## src/rtl/dlt_pkg.sv

```systemverilog
// ----------------------------------------------------------------------------
// dlt_pkg
// Shared types, codes and saturation helpers for the dense layer trainer.
// ----------------------------------------------------------------------------
package dlt_pkg;

    // Input item kinds
    localparam logic [1:0] KIND_ELEM = 2'd0;
    localparam logic [1:0] KIND_LOSS = 2'd1;
    localparam logic [1:0] KIND_LOAD = 2'd2;

    // Result kinds
    localparam logic RK_NET  = 1'b0;
    localparam logic RK_LOSS = 1'b1;

    // Configuration register indexes
    localparam logic [1:0] CFG_ACTIVE_INPUTS  = 2'd0;
    localparam logic [1:0] CFG_ACTIVE_OUTPUTS = 2'd1;
    localparam logic [1:0] CFG_LEARNING_RATE  = 2'd2;

    // Classified operations handed from front to back
    typedef enum logic [1:0] {
        OP_ELEM = 2'd0,
        OP_LOSS = 2'd1,
        OP_LOAD = 2'd2
    } t_op;

    // One queued request; flag marks the run trigger (ELEM) or last node (LOSS)
    typedef struct packed {
        t_op                op;
        logic               flag;
        logic [5:0]         ch;
        logic [5:0]         nd;
        logic signed [15:0] value;
        logic signed [15:0] theta;
    } t_cmd;

    // Back-end status seen by the front and the top level
    typedef struct packed {
        logic clearing;
        logic idle;
    } t_status;

    function automatic logic signed [15:0] sat16(input logic signed [24:0] v);
        logic signed [15:0] r;
        if (v > 25'sd32767) r = 16'sh7fff;
        else if (v < -25'sd32768) r = 16'sh8000;
        else r = v[15:0];
        return r;
    endfunction

    function automatic logic signed [31:0] sat32(input logic signed [47:0] v);
        logic signed [31:0] r;
        if (v > 48'sh0000_7fff_ffff) r = 32'sh7fff_ffff;
        else if (v < -48'sh0000_8000_0000) r = 32'sh8000_0000;
        else r = v[31:0];
        return r;
    endfunction

endpackage

```

## src/rtl/dlt_front.sv

```systemverilog
// ----------------------------------------------------------------------------
// dlt_front
// Accepts input requests, classifies and filters them, and queues them for
// the back end in a two-entry queue.
// ----------------------------------------------------------------------------
module dlt_front #(
    parameter int MAX_INPUTS = 64,
    parameter int MAX_NODES  = 64,
    parameter int CIW        = 7,
    parameter int CNW        = 7
) (
    input  logic                i_clk,
    input  logic                i_rst_n,
    input  logic                i_valid,
    output logic                o_ready,
    input  logic [1:0]          i_kind,
    input  logic [5:0]          i_channel,
    input  logic [5:0]          i_node,
    input  logic signed [15:0]  i_value,
    input  logic signed [15:0]  i_theta,
    input  logic [CIW-1:0]      i_ni,
    input  logic [CNW-1:0]      i_no,
    input  dlt_pkg::t_status    i_status,
    output dlt_pkg::t_cmd       o_cmd,
    output logic                o_cmd_valid,
    input  logic                i_cmd_pop
);
    import dlt_pkg::*;

    t_cmd       r_q [0:1];
    logic       r_wp, r_rp;
    logic [1:0] r_cnt;
    t_cmd       w_cmd;
    logic       w_keep, w_push, w_pop;

    // Classify the request and drop the ones that do nothing
    always_comb begin
        w_cmd.ch    = i_channel;
        w_cmd.nd    = i_node;
        w_cmd.value = i_value;
        w_cmd.theta = i_theta;
        w_cmd.op    = OP_ELEM;
        w_cmd.flag  = 1'b0;
        w_keep      = 1'b0;
        case (i_kind)
            KIND_ELEM: begin
                w_cmd.op   = OP_ELEM;
                w_cmd.flag = (32'(i_channel) == 32'(i_ni) - 1);
                w_keep     = (32'(i_channel) < MAX_INPUTS);
            end
            KIND_LOSS: begin
                w_cmd.op   = OP_LOSS;
                w_cmd.flag = (32'(i_node) == 32'(i_no) - 1);
                w_keep     = (32'(i_node) < 32'(i_no));
            end
            KIND_LOAD: begin
                w_cmd.op = OP_LOAD;
                w_keep   = (32'(i_channel) < MAX_INPUTS) && (32'(i_node) < MAX_NODES);
            end
            default: w_keep = 1'b0;
        endcase
    end

    assign o_ready     = (r_cnt != 2'd2) && !i_status.clearing;
    assign w_push      = i_valid && o_ready && w_keep;
    assign o_cmd_valid = (r_cnt != 2'd0);
    assign w_pop       = o_cmd_valid && i_cmd_pop;
    assign o_cmd       = r_q[r_rp];

    // Store queued requests
    always_ff @(posedge i_clk) begin
        if (w_push) r_q[r_wp] <= w_cmd;
    end

    // Advance queue pointers
    always_ff @(posedge i_clk) begin
        if (!i_rst_n) begin
            r_wp  <= 1'b0;
            r_rp  <= 1'b0;
            r_cnt <= 2'd0;
        end else begin
            if (w_push) r_wp <= ~r_wp;
            if (w_pop)  r_rp <= ~r_rp;
            case ({w_push, w_pop})
                2'b10:   r_cnt <= r_cnt + 2'd1;
                2'b01:   r_cnt <= r_cnt - 2'd1;
                default: r_cnt <= r_cnt;
            endcase
        end
    end

endmodule

```

## config.mk

```make
export PLATFORM = sky130hd
export DESIGN_NAME = dlt_front
export DESIGN_NICKNAME = d
export VERILOG_FILES = /design/src/rtl/dlt_pkg.sv /design/src/rtl/dlt_front.sv
export SDC_FILE = /design/constraint.sdc
export NUM_CORES = 1
export LEC_CHECK = 0
export BUFFER_PORTS_ARGS = -buffer_cell sky130_fd_sc_hd__clkbuf_2
export CAP_MARGIN = 40
export CORE_MARGIN = 4
export CORE_UTILIZATION = 47
export DETAILED_ROUTE_END_ITERATION = 12
export PLACE_DENSITY = 0.87
export RECOVER_POWER = 50
export SYNTH_ARGS = -nofsm -noshare
export SYNTH_HDL_FRONTEND = slang
export SYNTH_SLANG_ARGS = --single-unit
```

## constraint.sdc

```tcl
create_clock -name i_clk -period 3.4 [get_ports i_clk]
set_input_delay 0.17 -clock i_clk [delete_from_list [all_inputs] [get_ports i_clk]]
set_output_delay 0.17 -clock i_clk [all_outputs]
set_load 0.02 [all_outputs]
```

==> results.tsv <==
stage	metric	value	unit
flow_run	maxcap violations	0	
timing	slew margin rel.	31.5	%
clocking	CTS tree	yes	
die	Vert. Die Dim	102	um
detailed_routing	Antenna Nets Post-Route	0	
synth	library cells used by synthesis	33	
critical_path	buffer and inverter count on the worst path	2	
timing	fin crit share	68.9	%
synth	Post-synth top cells	94 x edfxtp_1, 47 x mux2_2, 13 x xnor2_1, 12 x inv_1, 9 x ha_1	
finish	Layout Cells excl Fill	509	
die	Site Rows	33	
critical_path	WS Path Type	reg2out	
detailed_routing	Vias/cell	5.09	
global_route	first-pass GRT wire length	12.5	mm
critical_path	CP max stage delay	1.00	ns
finish	share of cells above drive strength 1	29.7	%
clocking	worst-case clock buffer depth	2	
die	Die ar.	10400	um^2
detailed_routing	routed via count	2590	
critical_path	crit path max fanout	27	
detailed_routing	DRC	0	
synth	syn nets	322	
synth	ys flop type	edfxtp_1	
clocking	Num Clock Sinks	99	
die	Die Width	102	um
critical_path	Worst Path Arrival	2.17	ns
placement	IO Port Bufs	113	
critical_path	CP Capture Type	output port	
detailed_routing	Wirelength per Cell	16.1	um
synth	ys async rst share	0	%
finish	fill count	662	
synth	adder-cell share of the synthesized area	2.72	%
finish	Syn-to-layout area delta	27.0	%
die	CORE AREA	8380	um^2
critical_path	CP cell instances	buf_12 > mux2_2 > clkbuf_2	
timing	Clock Skews	0.0164	ns
placement	dpl cells	465	
timing	minimum hold slack	0.0422	ns
global_route	Overflow after GRT	0	
synth	Seq/Total Area, Yosys	70.7	%
synth	multiplexer share of the synthesized area	13.0	%
global_route	vias in the first global route	2621	
detailed_routing	detailed-route wire length	8.18	mm
timing	Tightest Pin Transition	1.03	ns
worst_hold_path	HP Class	in2reg	
synth	EDFF count, synth	94	
power_and_ir_drop	worst IR drop on VDD	0.274	mV
power_and_ir_drop	pwr dens	539	nW/um^2
critical_path	CP Launch Type	flip-flop	
timing	unrepaired setup endpoints after global routing	no	
detailed_routing	Iter 0 DRT Violations	65	
placement	gp weighted congestion	0.812	
clocking	CTS root buf	clkbuf_8	
detailed_routing	DRT Pass-1 Iters	4	
placement	HPWL after DPL	5.87	mm
power_and_ir_drop	Tot Pwr	2830	uW
clocking	clock-pin slew on the worst setup and hold paths	0.09	ns
timing	Setup Viol. Count Final	0	
synth	Ys Warns	0	
synth	top cell type's share of synthesized area	68.3	%
power_and_ir_drop	Leak Pwr	0.00186	uW
synth	Compound-Gate Fraction of Synth Area	3.09	%
synth	Yosys reg bits	99	
global_route	total track usage	15.8	%
clocking	# H-tree levels	3	
clocking	CTS Buf Count	9	
timing	Pins Over Slew Limit	0	
finish	nets	474	
synth	dominant cell type by area after synthesis	edfxtp_1	
synth	most common cell in the netlist	edfxtp_1	
timing	min cycle time layout	2.34	ns
clocking	Resized cells post-CTS	0	
timing	final hold vios	0	
global_route	largest net degree at the start of global routing	28	
critical_path	Worst EP required	3.23	ns
synth	post-synthesis simple-gate area fraction	4.97	%
status	run status	finished, final reports clean	
critical_path	critical path's slowest cell	dfxtp_1	
global_route	initial antenna violation count	0	
die	initial core utilization	49.3	%
synth	synthesized area per cell	16.7	um^2
finish	# diodes	0	
synth	mapped cell area	4130	um^2
synth	ranking of synthesized cells by area	edfxtp_1 68%, mux2_2 13%, xnor2_1 2.8%	
clocking	worst-skew pair later-pin latency	0.35	ns
synth	Mapped Cells	247	
die	io pins	115	
critical_path	CP top delay family	flip-flops	
synth	Post-Synth XOR/XNOR Area	3.81	%
timing	Max Fclk	427	MHz
synth	largest family of logic cells by synthesized area	multiplexers	
==> layout make-up <==
cell class / count / area (um^2) / area share [%]
clock buffer: 9 / 124 / 2.36
clock inverter: 7 / 50.0 / 0.954
inverter: 12 / 45.0 / 0.858
multi-input combinational: 131 / 1160 / 22.1
sequential: 99 / 2920 / 55.7
tap: 105 / 131 / 2.50
timing repair buffer: 146 / 817 / 15.6
==> kinds of logic after synthesis <==
logic type | after synthesis
AO/OA/AOI/OAI | 19
XOR/XNOR | 18
adder cells (fa/ha/maj) | 9
buffers and inverters | 17
flip-flops | 99
multiplexers | 48
AND/OR/NAND/NOR | 37
==> power by group <==
part	total, uW	leakage (uW)	internal, uW	switching [uW]
Sequential	1450	0.000900	1400	51.8
Combinational	712	0.000881	316	395
Clock	664	0.0000837	269	395
==> worst register-to-register path, cell delays in order (launching register included) <==
cell and delay (ns):
dfxtp_1 0.40, inv_1 0.06, a21oi_1 0.19, nand4_1 0.34, ha_1 0.45, or3_1 0.35
a21boi_0 0.16
==> layout by cell type, fill, tap and decap left out, types with 2 or more instances in the layout <==
cell type,Yosys,final
dfxtp_1,5,5
edfxtp_1,94,94
o21ai_0,6,6
clkbuf_8,0,9
clkbuf_1,2,62
clkbuf_2,0,50
nand4_1,3,3
nor2_1,8,6
nor3_1,3,3
a2bb2oi_1,2,2
xor2_1,5,5
nand4b_1,2,2
nor2b_1,7,7
inv_6,0,2
a21oi_1,3,3
mux2_2,47,46
nor2_4,0,2
ha_1,9,9
buf_4,0,4
nand2_1,6,6
inv_1,12,12
clkinvlp_4,0,2
nand3_1,2,2
xnor2_1,13,13
dlygate4sd3_1,0,28
==> registers in the layout, indices dropped and copies added, names as in the netlist, named ones only <==
| register | flops |
|---|---|
| r_wp | 1 |
| r_q | 94 |
| r_cnt | 2 |
| r_rp | 1 |
==> timing repair <==
item / CTS / global route
hold buffers: 28 / 0
hold endpoints to repair: 55 / 0
buffers inserted: 0 / 0
setup endpoints to repair: 0 / 0
==> metal layers <==
metal	global-route usage [%]	wire, um	up-vias
met4	5.52	99	0
met5	0	0	-
met2	27.4	4200	78
met1	19.5	3380	1260
li1	-	-	1242
met3	3.37	505	10
==> worst paths after layout <==
kind,startpoint,depth (start not counted),slack (ns),endpoint
worst max register to register,r_cnt[0],6,1.39,r_cnt[1]
worst min-delay path,i_theta[3],1,0.04,r_q[0][3]
worst min register to register,r_wp,2,0.53,r_wp
worst max-delay path,flip-flop,3,1.06,o_cmd[8]
==> through the flow <==
stage                     TNS, ns  worst slack, ns  instance area (um^2)  util, %
final                           0             1.06                  5250     62.6
after global routing            0            0.931                  5250     62.6
after CTS                       0             1.24                  5330     63.6
after detailed placement        0            0.868                  4870     58.1
after global placement          0            0.963                  4850     57.9
after floorplan            -16.39           -0.174                  4130        -
Power figures use the tool's default switching activity.
